### src/design/assert_macros.svh
// assertion macros used by the window unit design file
// no dependencies; expects clk and rst_n in the enclosing module
`ifndef ASSERT_MACROS_SVH
`define ASSERT_MACROS_SVH

// concurrent check on the rising clock, off while reset is held
`define ASSERT_CLK(label, prop, msg) \
  label: assert property (@(posedge clk) disable iff (!rst_n) (prop)) else $error(msg);

// same check, but also evaluated while reset is held
`define ASSERT_ALWAYS(label, prop, msg) \
  label: assert property (@(posedge clk) (prop)) else $error(msg);

`endif

### src/design/narw_pkg.sv
// types and constants of the nonce anti-replay window unit
// no dependencies
package narw_pkg;

  localparam int unsigned NONCE_W = 56;   // 7-byte nonce
  localparam int unsigned TIME_W  = 32;
  localparam int unsigned WCNT_W  = 7;
  localparam int unsigned WSEC_W  = 16;
  localparam int unsigned CFG_IDX_W = 2;
  localparam int unsigned CFG_DAT_W = 16;
  localparam int unsigned MS_PER_S  = 1000;

  // register indexes of the configuration port
  localparam logic [CFG_IDX_W-1:0] CFG_IS_INITIATOR   = 2'd0;
  localparam logic [CFG_IDX_W-1:0] CFG_WINDOW_COUNT   = 2'd1;
  localparam logic [CFG_IDX_W-1:0] CFG_WINDOW_SECONDS = 2'd2;

  // item actions
  localparam logic ACT_SEND  = 1'b0;
  localparam logic ACT_CHECK = 1'b1;

  typedef enum logic [2:0] {
    VERD_SENT      = 3'd0,
    VERD_NEW       = 3'd1,
    VERD_REORDERED = 3'd2,
    VERD_DUPLICATE = 3'd3,
    VERD_PARITY    = 3'd4,
    VERD_STALE     = 3'd5,
    VERD_OUTSIDE   = 3'd6,
    VERD_AUTH_FAIL = 3'd7
  } verdict_t;

  typedef struct packed {
    logic               action;
    logic [NONCE_W-1:0] nonce_in;
    logic               auth_ok;
    logic [TIME_W-1:0]  now_ms;
  } in_item_t;

  typedef struct packed {
    logic [NONCE_W-1:0] nonce_out;
    verdict_t           verdict;
  } out_item_t;

endpackage

### src/design/nonce_anti_replay_window_unit.sv
// nonce anti-replay window unit: send nonce sequencer and replay check
// depends on narw_pkg and assert_macros.svh
//
// One item per clock, sustained while out_ready drains the result register. An
// item transferred on the input lands in an input register; once the result
// register is free the whole check (parity, 56-bit age subtract, elapsed-time
// compare against window_seconds*1000, count limit, seen-map test, map shift)
// runs in one pass of logic into the result register and updates the session
// state in the same edge; the result is then offered from the result register.
// That loop through last_received and the seen map, closed in one pass of
// logic, is what allows one item per clock.
// in_ready stays high while either register is empty or being drained, so
// a waiting result does not stall the input side until a second item is
// queued. A send item (action 0) returns the current send nonce and steps it
// by 2; a check item (action 1) returns a verdict: 1 new, 2 reordered,
// 3 duplicate, 4 wrong parity, 5 stale, 6 outside window, 7 auth fail.
// Writing is_initiator restarts the session: both nonces, the last-new time
// and the seen map go back to their reset values for the chosen role.
// Configuration writes are always taken (cfg_ready is tied high) and must only
// be issued while no item is in flight.
`include "assert_macros.svh"

module nonce_anti_replay_window_unit
  import narw_pkg::*;
#(
  parameter int unsigned WINDOW_BITS = 64   // seen map depth, 8..64
) (
  input  logic                 clk,
  input  logic                 rst_n,
  input  logic                 in_valid,
  output logic                 in_ready,
  input  in_item_t             in_data,
  output logic                 out_valid,
  input  logic                 out_ready,
  output out_item_t            out_data,
  input  logic                 cfg_valid,
  output logic                 cfg_ready,
  input  logic [CFG_IDX_W-1:0] cfg_index,
  input  logic [CFG_DAT_W-1:0] cfg_data
);

  localparam int unsigned SW    = $clog2(WINDOW_BITS);
  localparam int unsigned AGE_W = NONCE_W - 1;
  localparam int unsigned LIM_W = WSEC_W + 10;

  // configuration
  logic              is_init_r;
  logic [WCNT_W-1:0] win_cnt_r;
  logic [WSEC_W-1:0] win_sec_r;

  // session state
  logic [NONCE_W-1:0]     send_ctr_r, send_ctr_nxt;
  logic [NONCE_W-1:0]     last_rx_r, last_rx_nxt;
  logic [TIME_W-1:0]      last_time_r, last_time_nxt;
  logic [WINDOW_BITS-1:0] seen_map_r, seen_map_nxt;

  // input register and result register
  logic      in_valid_r;
  in_item_t  in_data_r;
  logic      out_valid_r;
  out_item_t out_data_r;

  logic      out_free;
  logic      proc_fire;
  logic      cfg_fire;
  verdict_t  verdict_nxt;
  logic [NONCE_W-1:0] nonce_out_nxt;

  // check datapath
  logic [NONCE_W-1:0] rx_nonce;
  logic               newer;
  logic [NONCE_W-1:0] fwd_diff;
  logic [NONCE_W-1:0] back_diff;
  logic [AGE_W-1:0]   shift;
  logic [AGE_W-1:0]   shift_m1;
  logic [AGE_W-1:0]   age;
  logic [AGE_W-1:0]   age_m1;
  logic [TIME_W-1:0]  elapsed;
  logic [LIM_W-1:0]   limit;
  logic [WINDOW_BITS-1:0] age_bit;
  logic [WINDOW_BITS-1:0] shifted_map;

  // handshakes
  assign out_free  = !out_valid_r || out_ready;
  assign in_ready  = !in_valid_r || out_free;
  assign proc_fire = in_valid_r && out_free;
  assign cfg_ready = 1'b1;
  assign cfg_fire  = cfg_valid && cfg_ready;

  assign out_valid = out_valid_r;
  assign out_data  = out_data_r;

  // forward and backward distance between received and last nonce
  assign rx_nonce  = in_data_r.nonce_in;
  assign newer     = rx_nonce > last_rx_r;
  assign fwd_diff  = rx_nonce - last_rx_r;
  assign back_diff = last_rx_r - rx_nonce;
  assign shift     = fwd_diff[NONCE_W-1:1];
  assign shift_m1  = shift - AGE_W'(1);
  assign age       = back_diff[NONCE_W-1:1];
  assign age_m1    = age - AGE_W'(1);
  assign elapsed   = in_data_r.now_ms - last_time_r;
  assign limit     = LIM_W'(win_sec_r) * LIM_W'(MS_PER_S);
  assign age_bit   = WINDOW_BITS'(1) << age_m1[SW-1:0];
  assign shifted_map = seen_map_r << shift[SW-1:0];

  always_comb begin
    send_ctr_nxt  = send_ctr_r;
    last_rx_nxt   = last_rx_r;
    last_time_nxt = last_time_r;
    seen_map_nxt  = seen_map_r;
    verdict_nxt   = VERD_SENT;
    nonce_out_nxt = '0;
    if (in_data_r.action == ACT_SEND) begin
      nonce_out_nxt = send_ctr_r;
      if (proc_fire) begin
        send_ctr_nxt = send_ctr_r + NONCE_W'(2);
      end
    end else if (rx_nonce[0] != last_rx_r[0]) begin
      verdict_nxt = VERD_PARITY;
    end else if (newer) begin
      // newer nonce: slide the map and mark the previous last nonce
      if (!in_data_r.auth_ok) begin
        verdict_nxt = VERD_AUTH_FAIL;
      end else begin
        verdict_nxt = VERD_NEW;
        if (proc_fire) begin
          if (shift >= AGE_W'(WINDOW_BITS)) begin
            seen_map_nxt = '0;
          end else begin
            seen_map_nxt = shifted_map;
          end
          if (shift <= AGE_W'(WINDOW_BITS)) begin
            seen_map_nxt[shift_m1[SW-1:0]] = 1'b1;
          end
          last_rx_nxt   = rx_nonce;
          last_time_nxt = in_data_r.now_ms;
        end
      end
    end else if (elapsed > TIME_W'(limit)) begin
      verdict_nxt = VERD_STALE;
    end else if (age > AGE_W'(win_cnt_r) || age > AGE_W'(WINDOW_BITS)) begin
      verdict_nxt = VERD_OUTSIDE;
    end else if (!in_data_r.auth_ok) begin
      verdict_nxt = VERD_AUTH_FAIL;
    end else if (age == '0 || (seen_map_r & age_bit) != '0) begin
      verdict_nxt = VERD_DUPLICATE;
    end else begin
      // older nonce inside the window, first time seen
      verdict_nxt = VERD_REORDERED;
      if (proc_fire) begin
        seen_map_nxt = seen_map_r | age_bit;
      end
    end
  end

  // configuration and session state
  always_ff @(posedge clk) begin
    if (!rst_n) begin
      is_init_r   <= 1'b0;
      win_cnt_r   <= WCNT_W'(64);
      win_sec_r   <= WSEC_W'(10);
      send_ctr_r  <= NONCE_W'(2);
      last_rx_r   <= NONCE_W'(1);
      last_time_r <= '0;
      seen_map_r  <= '0;
    end else if (cfg_fire) begin
      case (cfg_index)
        CFG_IS_INITIATOR: begin
          // new session for the chosen role
          is_init_r   <= cfg_data[0];
          send_ctr_r  <= cfg_data[0] ? NONCE_W'(3) : NONCE_W'(2);
          last_rx_r   <= cfg_data[0] ? NONCE_W'(0) : NONCE_W'(1);
          last_time_r <= '0;
          seen_map_r  <= '0;
        end
        CFG_WINDOW_COUNT:   win_cnt_r <= cfg_data[WCNT_W-1:0];
        CFG_WINDOW_SECONDS: win_sec_r <= cfg_data[WSEC_W-1:0];
        default: ;
      endcase
    end else begin
      send_ctr_r  <= send_ctr_nxt;
      last_rx_r   <= last_rx_nxt;
      last_time_r <= last_time_nxt;
      seen_map_r  <= seen_map_nxt;
    end
  end

  // input register
  always_ff @(posedge clk) begin
    if (!rst_n) begin
      in_valid_r <= 1'b0;
    end else if (in_ready) begin
      in_valid_r <= in_valid;
    end
  end

  always_ff @(posedge clk) begin
    if (in_ready && in_valid) begin
      in_data_r <= in_data;
    end
  end

  // result register
  always_ff @(posedge clk) begin
    if (!rst_n) begin
      out_valid_r <= 1'b0;
    end else if (out_free) begin
      out_valid_r <= in_valid_r;
    end
  end

  always_ff @(posedge clk) begin
    if (proc_fire) begin
      out_data_r.nonce_out <= nonce_out_nxt;
      out_data_r.verdict   <= verdict_nxt;
    end
  end

  // parity of both nonces always follows the session role
  `ASSERT_CLK(a_nonce_parity, (send_ctr_r[0] == is_init_r) && (last_rx_r[0] != is_init_r), "nonce parity does not match session role")
  // only new or reordered packets may touch the receive state
  `ASSERT_CLK(a_rx_state_hold, (proc_fire && !cfg_fire && verdict_nxt != VERD_NEW && verdict_nxt != VERD_REORDERED) |=> ($stable(last_rx_r) && $stable(seen_map_r)), "receive state changed on a rejected item")
  // a new result only appears after an item sat in the input register
  `ASSERT_CLK(a_result_source, $rose(out_valid_r) |-> $past(in_valid_r), "result without a queued item")
  // the last nonce only moves forward outside a session restart
  `ASSERT_CLK(a_last_rx_forward, (!cfg_fire) |=> (last_rx_r >= $past(last_rx_r)), "last received nonce moved backward")

endmodule
### config.mk
export PLATFORM = sky130hd
export DESIGN_NAME = nonce_anti_replay_window_unit
export DESIGN_NICKNAME = d
export VERILOG_FILES = /design/src/design/narw_pkg.sv /design/src/design/nonce_anti_replay_window_unit.sv
export VERILOG_INCLUDE_DIRS = /design/src /design/src/design
export SDC_FILE = /design/constraint.sdc
export NUM_CORES = 2
export LEC_CHECK = 0
export BUFFER_PORTS_ARGS = -buffer_cell sky130_fd_sc_hd__buf_2
export CAP_MARGIN = 20
export CELL_PAD_IN_SITES_DETAIL_PLACEMENT = 0
export CELL_PAD_IN_SITES_GLOBAL_PLACEMENT = 1
export CORE_MARGIN = 1.5
export CORE_UTILIZATION = 40
export CTS_CLUSTER_DIAMETER = 200
export DETAILED_ROUTE_END_ITERATION = 8
export PLACE_DENSITY_LB_ADDON = 0.1
export SLEW_MARGIN = 10
export SYNTH_ARGS = -nofsm -noshare
export SYNTH_HDL_FRONTEND = slang
export SYNTH_SLANG_ARGS = --single-unit
### constraint.sdc
create_clock -name clk -period 16.9 [get_ports clk]
set_clock_uncertainty 0.2 [all_clocks]
set_input_delay 0.845 -clock clk [delete_from_list [all_inputs] [get_ports clk]]
set_output_delay 0.845 -clock clk [all_outputs]
set_load 0.005 [all_outputs]
==> impl_metrics.yaml <==
run_status:
  status: "completed"
placed_design:
  placed_cell_area_sq_um: 34680
  hpwl_mm: 94.64
  gp_congestion: 0.9766
  port_buffers: 173
  pre_cts_slack_ns: 7.236
clock_network:
  cts_root_buf: "clkbuf_16"
  postCtsSetupRepairBufs: 0
  h-tree-depth: 2
  clkTransAtPathRegs_ns: 0.07
  cts.path.max_buffers: 3
  cts_resized: 0
  clk_latency_ns: 0.64
  cts_buffers: 47
  cts_tree: "yes"
  holdBufCountCts: 0
  clock-sinks: 382
synthesis:
  synth-seq-cells: 382
  syn_area_per_cell_sq_um: 7.826
  async_reset_ff_share_pct: 0
  synth_cell_type_count: 103
  yosys_most_used_dff: "dfxtp_1"
  ys_seq_area_share_pct: 27.78
  synth-edff-count: 149
  yosys_warnings: 0
  synth_cells: 4203
  synth_area_sq_um: 32890
  syn_nets: 4599
worst_setup_path:
  r2r_cells: 33
  reg2reg_slack_ns: 7.15
  cp-end-kind: "flip-flop"
  max_stage_delay_ns: 0.70
  cp-startpoint: "win_sec_r[2]"
  r2r_end: "seen_map_r[42]"
  critical_path_class: "flip-flop to flip-flop"
  timing.critical_path.mode_cell: "fa_1"
  startpoint_type: "flip-flop"
  cp.required_ns: 17.17
  slowest_stage: "or4b_2"
  cp-endpoint: "seen_map_r[42]"
  worstPathArrival_ns: 10.03
  critical_path.max_fanout: 64
  crit-reg2reg-launch: "win_sec_r[2]"
detailed_routing:
  vias_per_cell: 5.978
  drt_iter0_markers: 2986
  routedWlPerCell_um: 23.10
  dr.pass1.iters: 6
  routed_wl_mm: 123.5
  drc: 0
  antenna_left: 0
  vias: 31950
finish:
  final_area_sq_um: 36310
  drive_gt1_share_pct: 9.038
  utilization_pct: 44.86
  area_growth_pct: 10.39
  num-nets-final: 4640
timing:
  finalSetupViolations: 0
  hold_viol: 0
  worst-slew-pin-transition_ns: 1.087
  period_share_pct: 57.70
  finalSetupTns_ns: 0
  period_minus_slack_ns: 9.752
  maxSlewHeadroom_pct: 27.17
  max_freq_mhz: 102.5
  fin_ws_ns: 7.148
  final_max_slew_viol_count: 0
  rsz0062_at_grt: "false"
pwr:
  peakVddDrop_v: 0.00008229
  p_leak_nw: 14.20
  p_per_area_nw_per_um2: 83.07
global_route:
  antenna_found_initial: 3
  grt_use_total_pct: 28.80
  grt_pass1_wl_mm: 187.2
  grt_pass1_vias: 30590
  grt_overflow_total: 0
  grt_max_degree: 87
die:
  io_pins: 175
  start_util_pct: 40.64
  die_y_um: 289.8
  die-area_sq_um: 83960
  fp-row-count: 104
  placeableCoreArea_sq_um: 80940
  die_width_um: 289.8
min_path:
  hold_class: "input pin to flip-flop"
flow_run:
  cap_violations: 0
## critical path, delay by kind of cell, from the launching register on
kind	cells	cell delay, ns
AO/OA/AOI/OAI	17	3.94
adder cells (fa/ha/maj)	6	2.61
AND/OR/NAND/NOR	5	1.53
buffers and inverters	4	0.64
flip-flops	1	0.48
XOR/XNOR	1	0.16
## through the flow
step	std cells	hold slack [ns]	total power [mW]
floorplan	4203	0.2520	1.668
global placement	5254	0.2627	1.967
detailed placement	5255	0.2724	1.960
CTS	5342	0.1142	3.035
global route	5343	0.1440	3.169
finish	5344	0.1722	3.016
## power by group
| part | switching (mW) | internal (mW) |
|---|---|---|
| registers | 0.0204 | 0.988 |
| clock network | 0.444 | 0.610 |
| logic | 0.643 | 0.311 |
## Yosys cell counts, drive strengths merged, types with 84 or more instances
| cell type | n | area [sq um] |
|---|---|---|
| a21oi | 483 | 2421 |
| nor2 | 429 | 1618 |
| nand2 | 399 | 1500 |
| inv | 309 | 1160 |
| o21ai | 244 | 1221 |
| dfxtp | 233 | 4664 |
| ha | 226 | 2828 |
| clkbuf | 154 | 578.1 |
| edfxtp | 149 | 4474 |
| mux2i | 139 | 1391 |
| nor3 | 134 | 680.7 |
| and3 | 93 | 581.8 |
| nand3 | 84 | 420.4 |
## worst min path at each step
stage,start,endpoint,slack (ns),depth (start not counted)
3_5_place_dp,last_time_r[10],last_time_r[10],0.27,2
6_report,in_data[68],rx_nonce[35],0.17,1
2_1_floorplan,send_ctr_r[0],send_ctr_r[0],0.25,2
3_3_place_gp,last_time_r[28],last_time_r[28],0.26,2
5_1_grt,in_data[68],rx_nonce[35],0.14,1
4_1_cts,in_data[70],rx_nonce[37],0.11,1
## cells by family (layout without fill, tap and decap cells)
kind of cell,after synthesis,in the layout,synth area share (%)
other cells,1,3,0.01140
fa+ha+maj,283,283,12.07
xor+xnor,142,142,3.804
buf+inv,544,623,6.516
mux,148,148,4.709
compound gates,1268,1268,24.30
simple gates,1435,1435,20.80
flops,382,382,27.78
## metal layers
layer | GRT usage, % | vias to the layer above | share of wire (%)
met5 | 0 | - | 0
met4 | 11.19 | 0 | 4.2
met3 | 4.937 | 271 | 7.1
met2 | 46.38 | 1231 | 46
met1 | 38.37 | 15230 | 43
li1 | - | 15220 | -
## final cells by class
cell class,instances,area [sq um]
clock inverters,25,331.6
well taps,1060,1326
repair buffers,226,1264
multi-input cells,3277,21780
inverters,310,1166
flip-flops and latches,382,9139
diodes,2,5.005
fillers,8377,44630
clock buffers,62,1292
## registers in the layout, summed over array words and instances (netlist names)
name	cells
win_sec_r	16
in_data_r	34
out_data	59
last_rx_r	56
in_valid_r	1
out_valid	1
send_ctr_r	56
win_cnt_r	7
rx_nonce	56
last_time_r	32
seen_map_r	64
## cell usage in the layout, fill, tap and decap left out, types with 29 or more instances in the layout
| master | count |
|---|---|
| a211oi_1 | 37 |
| a21o_1 | 60 |
| a21oi_1 | 481 |
| a31oi_1 | 60 |
| and3_1 | 93 |
| buf_2 | 173 |
| buf_4 | 53 |
| clkbuf_16 | 47 |
| dfxtp_1 | 233 |
| edfxtp_1 | 149 |
| fa_1 | 56 |
| ha_1 | 226 |
| inv_1 | 301 |
| mux2i_1 | 139 |
| nand2_1 | 398 |
| nand3_1 | 84 |
| nand4_1 | 67 |
| nor2_1 | 428 |
| nor2b_1 | 68 |
| nor3_1 | 131 |
| o211ai_1 | 29 |
| o21a_1 | 47 |
| o21ai_0 | 234 |
| o22ai_1 | 42 |
| or3_1 | 29 |
| xnor2_1 | 64 |
| xor2_1 | 66 |
Power figures use the tool's default switching activity.
